**src/swtq_pkg.sv**
```systemverilog
// ----------------------------------------------------------------------------
// Sorted wakeup timer queue package
// Field widths, operation and status codes, and the item types shared by
// the channel interface and the modules of the queue.
// ----------------------------------------------------------------------------
package swtq_pkg;

   localparam int TICK_W      = 63;
   localparam int ID_W        = 8;
   // A single tick item releases at most this many threads.
   localparam int MAX_RESULTS = 16;

   localparam logic [TICK_W-1:0] TICK_MAX = '1;

   typedef enum logic {
      OP_SLEEP = 1'b0,
      OP_TICK  = 1'b1
   } op_type;

   typedef enum logic {
      STATUS_OK   = 1'b0,
      STATUS_FULL = 1'b1
   } status_type;

   // Input item as seen on the request channel.
   typedef struct packed {
      op_type            op;
      logic [ID_W-1:0]   thread_id;
      logic [TICK_W-1:0] tick_value;
   } req_type;

   // Result item as seen on the response channel.
   typedef struct packed {
      logic [ID_W-1:0]   woken_id;
      logic              woke;
      status_type        status;
      logic [TICK_W-1:0] next_wake;
      logic              last;
   } rsp_type;

   // Decoded command held in the front queue.
   typedef struct packed {
      logic              is_tick;
      logic [ID_W-1:0]   id;
      logic [TICK_W-1:0] tick;
   } cmd_type;

   // Controls from the sequencer to the row of slot cells.
   typedef struct packed {
      logic cmp_en;
      logic insert;
      logic pop;
   } cell_ctl_type;

endpackage

```
**src/swtq_chan_if.sv**
```systemverilog
// ----------------------------------------------------------------------------
// Valid/ready channel
// One item moves at a rising clock edge where valid and ready are both high.
// ----------------------------------------------------------------------------
interface swtq_chan_if #(
   parameter type payload_type = logic
);

   logic        valid;
   logic        ready;
   payload_type data;

   modport source (output valid, output data, input ready);
   modport sink   (input valid, input data, output ready);

endinterface

```
**src/swtq_back.sv**
```systemverilog
// ----------------------------------------------------------------------------
// Back end of the sorted wakeup timer queue
// Sequences one command at a time: compare against the slot cells, then
// insert or release entries, and drive the registered response channel.
// ----------------------------------------------------------------------------
module swtq_back #(
   parameter  int QUEUE_DEPTH = 16,
   localparam int CNT_W       = $clog2(QUEUE_DEPTH + 1)
) (
   input  logic                          clock,
   input  logic                          reset,
   input  logic                          cmd_valid,
   input  swtq_pkg::cmd_type             cmd,
   output logic                          cmd_pop,
   output swtq_pkg::cell_ctl_type        ctl,
   output swtq_pkg::cmd_type             cur_cmd,
   output logic [CNT_W-1:0]              count,
   input  logic [QUEUE_DEPTH-1:0]        gt_ff,
   input  logic [swtq_pkg::ID_W-1:0]     head_id,
   output logic [QUEUE_DEPTH-1:0]        sel,
   input  logic [swtq_pkg::TICK_W-1:0]   pick_tick,
   swtq_chan_if.source                   rsp_if
);

   typedef enum logic [2:0] {
      ST_IDLE,
      ST_CMP,
      ST_INS,
      ST_SEL,
      ST_POP
   } state_type;

   state_type                   state_ff, state_in;
   swtq_pkg::cmd_type           cmd_ff, cmd_in;
   logic [CNT_W-1:0]            count_ff, count_in;
   logic [swtq_pkg::TICK_W-1:0] earliest_ff, earliest_in;
   logic [QUEUE_DEPTH:0]        take_ff, take_in;
   swtq_pkg::rsp_type           rsp_ff, rsp_in;
   logic                        rsp_valid_ff, rsp_valid_in;
   logic [QUEUE_DEPTH:0]        take;
   logic [QUEUE_DEPTH:0]        take_prev;
   logic                        out_free;
   logic                        full;

   assign cur_cmd      = cmd_ff;
   assign count        = count_ff;
   assign rsp_if.valid = rsp_valid_ff;
   assign rsp_if.data  = rsp_ff;
   assign out_free     = !rsp_valid_ff || rsp_if.ready;
   assign full         = (count_ff == CNT_W'(QUEUE_DEPTH));

   // Entries due for release form a prefix, capped at the result limit.
   always_comb begin
      for (int i = 0; i < QUEUE_DEPTH; i++) begin
         take[i] = !gt_ff[i] && (i < swtq_pkg::MAX_RESULTS);
      end
      take[QUEUE_DEPTH] = 1'b0;
   end

   // The first entry left after the release becomes the new head.
   assign take_prev = {take[QUEUE_DEPTH-1:0], 1'b1};
   always_comb begin
      for (int i = 0; i < QUEUE_DEPTH; i++) begin
         sel[i] = take_prev[i] && !take[i] && (CNT_W'(i) < count_ff);
      end
   end

   // Sequencer next-state and response logic.
   always_comb begin
      state_in     = state_ff;
      cmd_in       = cmd_ff;
      count_in     = count_ff;
      earliest_in  = earliest_ff;
      take_in      = take_ff;
      rsp_in       = rsp_ff;
      rsp_valid_in = rsp_valid_ff && !rsp_if.ready;
      cmd_pop      = 1'b0;
      ctl          = '0;

      unique case (state_ff)
         ST_IDLE: begin
            if (cmd_valid) begin
               cmd_pop  = 1'b1;
               cmd_in   = cmd;
               state_in = ST_CMP;
            end
         end
         ST_CMP: begin
            ctl.cmp_en = 1'b1;
            state_in   = cmd_ff.is_tick ? ST_SEL : ST_INS;
         end
         ST_INS: begin
            if (out_free) begin
               rsp_valid_in    = 1'b1;
               rsp_in.woken_id = '0;
               rsp_in.woke     = 1'b0;
               rsp_in.last     = 1'b1;
               if (full) begin
                  rsp_in.status    = swtq_pkg::STATUS_FULL;
                  rsp_in.next_wake = earliest_ff;
               end else begin
                  ctl.insert       = 1'b1;
                  count_in         = count_ff + CNT_W'(1);
                  // The new entry becomes the head when every held entry is later.
                  earliest_in      = gt_ff[0] ? cmd_ff.tick : earliest_ff;
                  rsp_in.status    = swtq_pkg::STATUS_OK;
                  rsp_in.next_wake = earliest_in;
               end
               state_in = ST_IDLE;
            end
         end
         ST_SEL: begin
            take_in     = take;
            earliest_in = (|sel) ? pick_tick : swtq_pkg::TICK_MAX;
            state_in    = ST_POP;
         end
         ST_POP: begin
            if (out_free) begin
               rsp_valid_in     = 1'b1;
               rsp_in.woken_id  = take_ff[0] ? head_id : '0;
               rsp_in.woke      = take_ff[0];
               rsp_in.status    = swtq_pkg::STATUS_OK;
               rsp_in.next_wake = earliest_ff;
               rsp_in.last      = !take_ff[1];
               if (take_ff[0]) begin
                  ctl.pop  = 1'b1;
                  count_in = count_ff - CNT_W'(1);
                  take_in  = take_ff >> 1;
               end
               if (!take_ff[1]) begin
                  state_in = ST_IDLE;
               end
            end
         end
         default: begin
            state_in = ST_IDLE;
         end
      endcase
   end

   // State and registered outputs.
   always_ff @(posedge clock) begin
      if (reset) begin
         state_ff     <= ST_IDLE;
         count_ff     <= '0;
         earliest_ff  <= swtq_pkg::TICK_MAX;
         take_ff      <= '0;
         rsp_valid_ff <= 1'b0;
      end else begin
         state_ff     <= state_in;
         count_ff     <= count_in;
         earliest_ff  <= earliest_in;
         take_ff      <= take_in;
         rsp_valid_ff <= rsp_valid_in;
      end
      cmd_ff <= cmd_in;
      rsp_ff <= rsp_in;
   end

endmodule

```
**src/flat_wrapper.sv**
```systemverilog
// flat-port wrapper written by rule: the top's interface ports become plain ports
module swtq_back_flat 
#(
   parameter  int QUEUE_DEPTH = 16,
   localparam int CNT_W       = $clog2(QUEUE_DEPTH + 1)
)
  (clock, reset, cmd_valid, cmd, cmd_pop, ctl, cur_cmd, count, gt_ff, head_id, sel, pick_tick, rsp_if_valid, rsp_if_data, rsp_if_ready);
  swtq_chan_if rsp_if_i ();
  input  logic clock;
  input  logic reset;
  input  logic cmd_valid;
  input  swtq_pkg::cmd_type cmd;
  output logic cmd_pop;
  output swtq_pkg::cell_ctl_type ctl;
  output swtq_pkg::cmd_type cur_cmd;
  output logic [CNT_W-1:0] count;
  input  logic [QUEUE_DEPTH-1:0] gt_ff;
  input  logic [swtq_pkg::ID_W-1:0] head_id;
  output logic [QUEUE_DEPTH-1:0] sel;
  input  logic [swtq_pkg::TICK_W-1:0] pick_tick;
  output wire logic [$bits(rsp_if_i.valid)-1:0] rsp_if_valid;
  output wire logic [$bits(rsp_if_i.data)-1:0] rsp_if_data;
  input wire logic [$bits(rsp_if_i.ready)-1:0] rsp_if_ready;
  assign rsp_if_valid = rsp_if_i.valid;
  assign rsp_if_data = rsp_if_i.data;
  assign rsp_if_i.ready = rsp_if_ready;
  swtq_back #(.QUEUE_DEPTH(QUEUE_DEPTH)) u_core (.clock(clock), .reset(reset), .cmd_valid(cmd_valid), .cmd(cmd), .cmd_pop(cmd_pop), .ctl(ctl), .cur_cmd(cur_cmd), .count(count), .gt_ff(gt_ff), .head_id(head_id), .sel(sel), .pick_tick(pick_tick), .rsp_if(rsp_if_i));
endmodule
```
**config.mk**
```make
export PLATFORM = sky130hd
export DESIGN_NAME = swtq_back_flat
export DESIGN_NICKNAME = d
export VERILOG_FILES = /design/src/swtq_pkg.sv /design/src/swtq_chan_if.sv /design/src/swtq_back.sv /design/src/flat_wrapper.sv
export SDC_FILE = /design/constraint.sdc
export NUM_CORES = 1
export LEC_CHECK = 0
export BUFFER_PORTS_ARGS = -buffer_cell sky130_fd_sc_hd__buf_2
export CORE_AREA = 3 3 106 98
export CTS_CLUSTER_SIZE = 24
export DETAILED_ROUTE_END_ITERATION = 7
export DIE_AREA = 0 0 109 101
export GPL_ROUTABILITY_DRIVEN = 0
export MAX_ROUTING_LAYER = met4
export PLACE_DENSITY = 0.83
export SLEW_MARGIN = 20
export SYNTH_ARGS = -nofsm -noshare
export SYNTH_HDL_FRONTEND = slang
export SYNTH_SLANG_ARGS = --single-unit
export TNS_END_PERCENT = 20
```
**constraint.sdc**
```tcl
create_clock -name clock -period 3.2 [get_ports clock]
set_clock_uncertainty 0.05 [all_clocks]
set_input_delay 0.16 -clock clock [delete_from_list [all_inputs] [get_ports clock]]
set_output_delay 0.16 -clock clock [all_outputs]
set_load 0.005 [all_outputs]
```
==> results.md, run 1 <==
- Status: completed
- Measured slew at the worst slew-check pin: 908.2 ps
- Worst Setup End Kind: output port
- Port Buffers: 190
- Sequential power share: 54.3%
- Family with the most delay on the worst path: buffers and inverters
- # IOs: 262
- EDFF count, synth: 73
- DIE WIDTH: 109 um
- Setup bufs post-CTS: 0
- Synth async-reset ratio: 0%
- Fraction of layout cells with a size suffix above 1: between 30% and 40%
- CP max stage cell: buf_4
- Setup crit start kind: flop
- RR Startpoint: u_core.count[1]
- Comb pwr share: 16.6%
- FF/Latch Area: 2693 um2
- Unrepaired setup endpoints after global routing: false
- Area Growth Syn to Fin: 52.62%
- DRC: 0
- Post-Syn Area: 3776 um2
- Clock network fraction of total power: 29.1%
- Die Ht: 101 um
- DRT antenna net count: 0
- Mean Syn Cell Area: 13.44 um2
- Final HPWL DP: roughly 7300 um
- Initial Util: 39.80%
- Crit path max fanout: 73
- Via/cell ratio: 4.948
- Switching power: 0.7443 mW
- Max-cap viol count: 0
- Die area: 11010 um2
- Number of CTS-inserted buffers: 9
- Fmax: roughly 410 MHz
- Critical Path Start: u_core.state_ff[1]
- CP Buf/Inv Count: 2
- Syn Nets: around 450
- Most frequent cells in the layout: 190 x buf_2, 74 x dlygate4sd3_1, 73 x edfxtp_1, 36 x nor2_1, 25 x dfxtp_1
- Leakage: 2.380 nW
- Hold Path Class: in2reg
- All-Layer GR Usage: 21.40%
- Routed wire length: 11880 um
- Core area: between 9000 and 10000 um2
- DR vias: 3310
- Vias in the first global route: 3231
- Synth Flop Type: edfxtp_1
- Crit Path Category: reg2out
- Post-layout min period: 2411 ps
- Sequential share of the synthesized area: 71.31%
- Biggest area consumer among synthesized cells: edfxtp_1
- Clock tree sinks: 98
- Final hold viol count: 0
- CP max stage delay: 670 ps
- Int Power: 2.213 mW
- Wire per inst: 17.75 um
- Post-synth cell types: 38
- Power density cells: 513.2 nW/um2
- Area contributors post-synth: edfxtp_1 58%, dfxtp_1 13%, nor2_1 3.6%
- Mapped Cells: approximately 280
- Switching part of the total power: between 20% and 30%
- Arr. time, crit path: 2200 ps
- Total grt overflow: 0
- Peak VDD IR: 0.2498 mV
- Pin count of the biggest net entering global routing: 74
- TritonRoute pass-1 iters: 4
- CTS Buffer Depth: 2
- Synth warn: 0
- Initial antenna violation count: 0
- Final nets: 705
- Initial DRC Count: 194
- Area of the multi-input gates: 958.4 um2
- Critical Path RT: ~3000 ps
- Antenna cell count: 0
- CTS root buf: clkbuf_8
- Hold path start: gt_ff[11]
- CTS tree: done
- Post-route insts no fill: 669
- Final TNS setup: 0 ps
- First-pass GRT wire length: 17320 um
- Top cell type's share of synthesized area: 58.05%
- Synth Register Bits: between 90 and 100
- # setup viols final: 0
- Crit share post-route: between 70 and 80%
- Placed cells: 580
- Clock Latency Late Sink: 340 ps
- Clock transition at the registers of the reported paths: 90 ps
- Max-slew violation count: 0
- Commonest non-fill, non-tap cell in the layout: buf_2
- Crit-path cells: nor2_1 > and3_2 > buf_4 > buf_2
- Cell row count: 34
- Slew headroom: a little under 40%
- Filler cells: approximately 710
- # H-tree levels: 3
## per-layer routing
metal / wire length, um / part of all wire [%] / up-vias / track usage (%)
li1: - / - / 1569 / -
met1: 4668 / 39 / 1534 / 25.39
met2: 5869 / 49 / 187 / 35.74
met3: 1127 / 9.5 / 20 / 5.637
met4: 210 / 1.8 / 0 / 6.505
met5: 0 / 0 / - / -
## metrics by stage
step / area [um2] / total power [mW] / hold WS (ps) / util [%] / worst slack [ps]
2_1_floorplan: 3776 / 1.814 / 208.9 / - / 315.3
3_3_place_gp: 4808 / 2.017 / 287.6 / 50.69 / 1190
3_5_place_dp: 4808 / 2.039 / 288.3 / 50.69 / 1106
4_1_cts: 5763 / 2.953 / 128.6 / 60.75 / 776.8
5_1_grt: 5763 / 3.091 / 175.3 / 60.75 / 587.2
6_report: 5763 / 2.958 / 158.6 / 60.75 / 789.1
## final timing paths
kind	end	slack, ps	cells after the start
setup / recovery	cmd_pop	790	4
hold / removal	u_core.take_ff[11]	160	4
setup reg to reg	u_core.count[4]	1090	6
hold reg to reg	u_core.take_ff[15]	440	2
## repair_timing
item                      4_1_cts  5_1_grt
hold buffers                   74        0
hold endpoints to repair       74        0
resized for setup               0        0
## registers in the layout, summed over array words and instances, names as in the netlist
name,cells
u_core.cur_cmd,72
u_core.take_ff,16
u_core.count,5
u_core.state_ff,3
u_core.rsp_if.data,1
u_core.rsp_if.valid,1
## cell families after synthesis
family	count (synthesis)	share of synthesized area (%)
buffers and inverters	27	3.512
DFF	98	71.31
adders and majority gates	3	0.9941
and+or+nand+nor	84	11.83
xor gates and xnor gates	2	0.4640
AOI/OAI and AO/OA	64	10.97
muxes	3	0.9277
## tightest hold or removal path: stages
cell      delay (ps)
buf_2            100
nor2_1            50
a31oi_1          130
a211oi_1          70
## final cells by class
| type | instances | share of cell area, % |
|---|---|---|
| flip-flops and latches | 98 | 46.72 |
| repair buffers | 267 | 29.74 |
| multi-input cells | 156 | 16.63 |
| well taps | 126 | 2.736 |
| clock buffers | 9 | 2.149 |
| clock inverters | 6 | 1.563 |
| inverters | 7 | 0.4559 |
## cells in the mapped netlist, types with 2 or more instances
library cell / count
a31oi_1: 16
nand4bb_1: 2
edfxtp_1: 73
buf_2: 4
clkbuf_1: 11
dfxtp_1: 25
nor2_1: 36
ha_1: 3
o32ai_1: 2
or4_1: 3
o31ai_1: 3
a211oi_1: 14
and3_1: 3
nand2_1: 10
and3b_1: 2
a21boi_0: 2
nand2b_1: 8
xnor2_1: 2
mux2i_1: 2
a21oi_1: 16
buf_6: 3
o21ai_0: 5
inv_1: 7
o21a_1: 2
or3_1: 3
nand3_1: 2
nor3b_1: 11
## power groups by stage
| stage | Sequential [mW] | Combinational [mW] | Clock, mW |
|---|---|---|---|
| 2_1_floorplan | 1.64 | 0.178 | 0 |
| 3_3_place_gp | 1.62 | 0.396 | 0 |
| 3_5_place_dp | 1.63 | 0.410 | 0 |
| 4_1_cts | 1.60 | 0.484 | 0.870 |
| 5_1_grt | 1.62 | 0.543 | 0.927 |
| 6_report | 1.61 | 0.491 | 0.859 |
No activity file was read; power rests on OpenSTA's default activity.
==> run 2: changes to the inputs <==
==> constraint.sdc (replaced) <==
create_clock -name clock -period 2.35 [get_ports clock]
set_clock_uncertainty 0.05 [all_clocks]
set_input_delay 0.1175 -clock clock [delete_from_list [all_inputs] [get_ports clock]]
set_output_delay 0.1175 -clock clock [all_outputs]
set_load 0.005 [all_outputs]
==> run 2 against run 1 <==
  * Non-clock buffer count up 5
  * First-iteration DRC count is 28% higher
  * Design area is 0.43% higher
  * Wire length up 2.3%
  * Core utilization up 0.26 points
  * Global-route usage up 1.1 points
  * Register-to-register slack worse by 710 ps
  * Combinational power up 45%
  * Die area is the same
  * Sequential cell count unchanged
  * Critical endpoint unchanged
  * Largest power group unchanged
  * Final cell count rose by 1.2%
==> results.md, run 2 (synthesis gave the netlist of run 1 again) <==
- Power density cells: approximately 680 nW/um2
- CTS Buffer Depth: 2
- Port Buffers: 190
- Final TNS setup: 0 ps
- # H-tree levels: 3
- First-pass GRT wire length: 18120 um
- DIE WIDTH: 109 um
- Initial antenna violation count: 2
- DRT antenna net count: 0
- Filler cells: 724
- DR vias: about 3.4k
- Peak VDD IR: 0.3098 mV
- Final HPWL DP: 8085 um
- Die Ht: just over 100 um
- Crit path max fanout: 14
- Most frequent cells in the layout: 190 x buf_2, 74 x dlygate4sd3_1, 73 x edfxtp_1, 36 x nor2_1, 25 x dfxtp_1
- CP max stage delay: around 440 ps
- # IOs: around 260
- Pin count of the biggest net entering global routing: 48
- Vias in the first global route: 3401
- Clock transition at the registers of the reported paths: roughly 110 ps
- Number of CTS-inserted buffers: 9
- Commonest non-fill, non-tap cell in the layout: buf_2
- TritonRoute pass-1 iters: 4
- Initial Util: 39.80%
- Design Area, Final: slightly below 6000 um2
- CTS root buf: clkbuf_8
- Placed inst area: approximately 4900 um2
- Total grt overflow: 0
- Arr. time, crit path: 1930 ps
- Setup bufs post-CTS: 0
- DRC: 0
- Fmax: 476.9 MHz
- Measured slew at the worst slew-check pin: between 600 and 700 ps
- Worst Setup End Kind: output port
- Max-cap viol count: 0
- Final nets: 710
- Post-layout min period: around 2100 ps
- Largest register FFs: 72
- Cell row count: 34
- Setup crit start kind: flop
- Max-slew violation count: 0
- Crit share post-route: around nine tenths
- Wire per inst: 17.95 um
- CTS tree: done
- Unrepaired setup endpoints after global routing: false
- Clock tree sinks: 98
- Crit-path cells: nor2_1 > and3_2 > buf_4 > buf_2
- Status: completed
- Clock Latency Late Sink: 360 ps
- Hold Path Class: in2reg
- Leakage: roughly 2.4 nW
- Routed wire length: ~12000 um
- Die area: between 10000 and 15000 um2
- Crit Path Category: reg2out
- Final hold viol count: 0
- # setup viols final: 0
- Critical Path RT: 2180 ps
- All-Layer GR Usage: 22.54%
- Core area: 9487 um2
- Fraction of layout cells with a size suffix above 1: between 30% and 40%
- Initial DRC Count: approximately 250
- Via/cell ratio: 5.004
- Slew headroom: 53.58%
- Area Growth Syn to Fin: 53.28%
- CP max stage cell: and3_2
[run 2: cell count changes in the layout (fill, tap and decap cells not counted)]
cell | before | now
buf_4 | 3 | 7
bufinv_16 | 2 | 0
clkinvlp_4 | 0 | 1
inv_8 | 0 | 2
buf_12 | 0 | 1
diode_2 | 0 | 2
[run 2: repair_timing]
item	CTS	global route
gates resized for setup	0	0
hold endpoints to repair	74	0
hold buffers	74	0
[run 2: stage by stage]
stage               std cells  setup WS, ps  hold WS (ps)  util [%]  power, mW
global route              677         91.06         102.5     61.01      4.092
finish                    677         253.1         101.4     61.01      3.909
floorplan                 281         283.7         166.4         -      2.463
CTS                       675         224.6         75.80     60.96      3.917
detailed placement        585         395.3         245.9     51.21      2.805
global placement          585         511.7         245.2     51.21      2.768
[run 2: metal layers]
| metal | share of wire, % | vias to the layer above | GRT usage, % | wire length (um) |
|---|---|---|---|---|
| met1 | 38 | 1598 | 25.23 | 4558 |
| met2 | 51 | 189 | 38.90 | 6154 |
| met4 | 2.7 | 0 | 8.738 | 323 |
| li1 | - | 1574 | - | - |
| met5 | 0 | - | - | 0 |
| met3 | 9.2 | 27 | 5.317 | 1112 |
[run 2: power breakdown]
group	switching (mW)	total [mW]	internal (mW)
combinational	0.376	0.710	0.334
sequential	0.0803	2.17	2.09
clock	0.618	1.02	0.406
[run 2: final cells by class]
cell class	count	area, um2	area share, %
Timing Repair Buffer	272	1764	30.48
Clock inverter	7	60.06	1.038
Sequential cell	98	2693	46.52
Multi-Input combinational cell	156	958.4	16.56
Inverter	7	26.28	0.4540
Antenna cell	2	5.005	0.08647
Clock buffer	9	123.9	2.140
Tap cell	126	157.7	2.724
[run 2: worst max-delay path, delay by kind of cell (launching register included)]
family	cells	cell delay [ps]
buf+inv	2	460
flops	1	430
simple gates	2	680
[run 2: path summary, 6_finish.rpt]
check	start	endpoint	slack, ps	cells past startpoint
max	u_core.state_ff[1]	cmd_pop	250	4
min	gt_ff[7]	u_core.take_ff[7]	100	4
max reg2reg	u_core.state_ff[2]	u_core.take_ff[8]	380	5
min reg2reg	u_core.take_ff[15]	u_core.take_ff[15]	450	2
==> run 3: changes to the inputs <==
--- a/config.mk
+++ b/config.mk
@@ -11,7 +11,6 @@
 export DETAILED_ROUTE_END_ITERATION = 7
 export DIE_AREA = 0 0 109 101
 export GPL_ROUTABILITY_DRIVEN = 0
-export MAX_ROUTING_LAYER = met4
 export PLACE_DENSITY = 0.83
 export SLEW_MARGIN = 20
 export SYNTH_ARGS = -nofsm -noshare
==> constraint.sdc (replaced) <==
create_clock -name clock -period 1.93 [get_ports clock]
set_clock_uncertainty 0.05 [all_clocks]
set_input_delay 0.0965 -clock clock [delete_from_list [all_inputs] [get_ports clock]]
set_output_delay 0.0965 -clock clock [all_outputs]
set_load 0.005 [all_outputs]
==> run 3 against run 2 <==
  * Total power is 22% higher
  * Worst setup slack got worse by 120 ps
  * Die area unchanged
  * Core utilization up 0.84 points
  * Global-route usage shrank 1.7 points
  * Sequential share of layout area decreased by 0.57 points
  * Sequential power up 22%
  * Register-to-register slack worse by 240 ps
  * Combinational power increased by 25%
  * Final cell count grew 0.59%
  * Via count fell by 1.3%
  * Critical endpoint unchanged
  * Largest power group unchanged
==> results.md, run 3 (synthesis gave the netlist of run 1 again) <==
- Antenna cell count: 0
- CP max stage delay: 330 ps
- Vias in the first global route: 3235
- Final TNS setup: 0 ps
- Pwr Total: ~4.8 mW
- Cell row count: 34
- Area Growth Syn to Fin: 55.40%
- Status: completed
- All-Layer GR Usage: 20.83%
- # H-tree levels: 3
- DR vias: ~3.3k
- CTS tree: done
- TritonRoute pass-1 iters: 4
- Most frequent cells in the layout: 190 x buf_2, 74 x dlygate4sd3_1, 73 x edfxtp_1, 35 x nor2_1, 22 x dfxtp_1
- Family with the most delay on the worst path: buffers and inverters
- Peak VDD IR: 0.4101 mV
- Largest register FFs: 72
- Leakage: 2.433 nW
- Power density cells: a little over 800 nW/um2
- Clock tree sinks: 98
- Arr. time, crit path: 1660 ps
- Number of CTS-inserted buffers: 9
- Hold Path Class: in2reg
- CTS Buffer Depth: 2
- # IOs: 262
- First-pass GRT wire length: 17480 um
- Crit share post-route: 93.34%
- Final nets: 716
- Critical Path Start: u_core.state_ff[2]
- Setup crit start kind: flop
- DRT antenna net count: 0
- Total grt overflow: 0
- Critical Path RT: 1780 ps
- Unrepaired setup endpoints after global routing: false
- Wire per inst: 17.41 um
- DIE WIDTH: approximately 110 um
- Max-slew violation count: 0
- Port Buffers: 190
- Initial antenna violation count: 0
- Commonest non-fill, non-tap cell in the layout: buf_2
- Clock Latency Late Sink: 350 ps
- Setup bufs post-CTS: 0
- Filler cells: 684
- Crit-path cells: buf_4 > nor2_2 > and3_4 > buf_12 > buf_2
- Fraction of layout cells with a size suffix above 1: 41.08%
- Die area: about 11000 um2
- Slew headroom: ~67%
- Crit path max fanout: 35
- Crit Path Category: reg2out
- Clock transition at the registers of the reported paths: around 100 ps
- Final hold viol count: 0
- CTS root buf: clkbuf_8
- Core area: 9487 um2
- CP max stage cell: dfxtp_1
- Routed wire length: 11860 um
- # setup viols final: 0
- Final HPWL DP: 7616 um
- Pin count of the biggest net entering global routing: 36
- Worst Setup End Kind: output port
- Die Ht: 101 um
- Fmax: 555.1 MHz
- Core Util, Final: 61.86%
- Post-layout min period: 1802 ps
- DRC: 0
- Hold path start: cmd_valid
- Max-cap viol count: 0
- Initial DRC Count: 165
- Via/cell ratio: about 5
- RR Startpoint: u_core.count[2]
- Initial Util: 39.80%
- CP Buf/Inv Count: 3
- Measured slew at the worst slew-check pin: 501.1 ps
run 3: cell types whose count changed in the layout (fill, tap and decap cells not counted), sizes merged:
| cell | before | now |
|---|---|---|
| buf | 198 | 204 |
| clkinvlp | 1 | 2 |
| diode | 2 | 0 |
| inv | 11 | 10 |
run 3: final timing paths:
check / end / slack (ps) / depth (start not counted)
worst min-delay path: u_core.state_ff[2] / 100 / 4
worst min register to register: u_core.take_ff[15] / 440 / 2
worst max register to register: u_core.count[3] / 140 / 4
worst max-delay path: cmd_pop / 130 / 5
run 3: worst reg2reg max path, cell delays in order (launching register included):
cell and delay, ps:
dfxtp_1 400, or3_1 420, mux2_4 280, or4_1 420
a21oi_1 150
run 3: through the flow:
step	instances	setup WS [ps]	hold WS (ps)	instance area [um2]
6_report	681	128.5	95.96	5868
5_1_grt	681	10.74	88.25	5868
4_1_cts	681	29.32	69.22	5857
3_5_place_dp	591	135.5	225.0	4932
3_3_place_gp	591	171.0	223.9	4932
2_1_floorplan	281	177.1	145.4	3781
run 3: routing by layer:
| layer | global-route usage [%] | routed length (um) | part of all wire (%) |
|---|---|---|---|
| met1 | 25.06 | 4667 | 39 |
| met2 | 36.64 | 6056 | 51 |
| met3 | 5.317 | 943 | 8.0 |
| met4 | 6.214 | 189 | 1.6 |
| met5 | 0 | 0 | 0 |
run 3: report_power, final:
group          leakage, nW  switching [mW]  internal, mW  total, mW
logic                 1.45           0.456         0.431      0.887
clock network       0.0897           0.737         0.491       1.23
registers            0.895           0.103          2.55       2.65
total                 2.43            1.30          3.47       4.77
run 3: final cells by class:
cell class,instances,area [um2],share of cell area [%]
Inverter,7,26.28,0.4478
Tap cell,126,157.7,2.687
Sequential cell,98,2696,45.95
Clock buffer,9,123.9,2.111
Clock inverter,7,60.06,1.023
Timing Repair Buffer,278,1834,31.26
Multi-Input combinational cell,156,969.7,16.52
run 3: timing repair:
action,CTS,global route
hold buffers,74,0
endpoints found under the hold margin,74,0
gates resized for setup,0,5
setup endpoints to repair,0,7
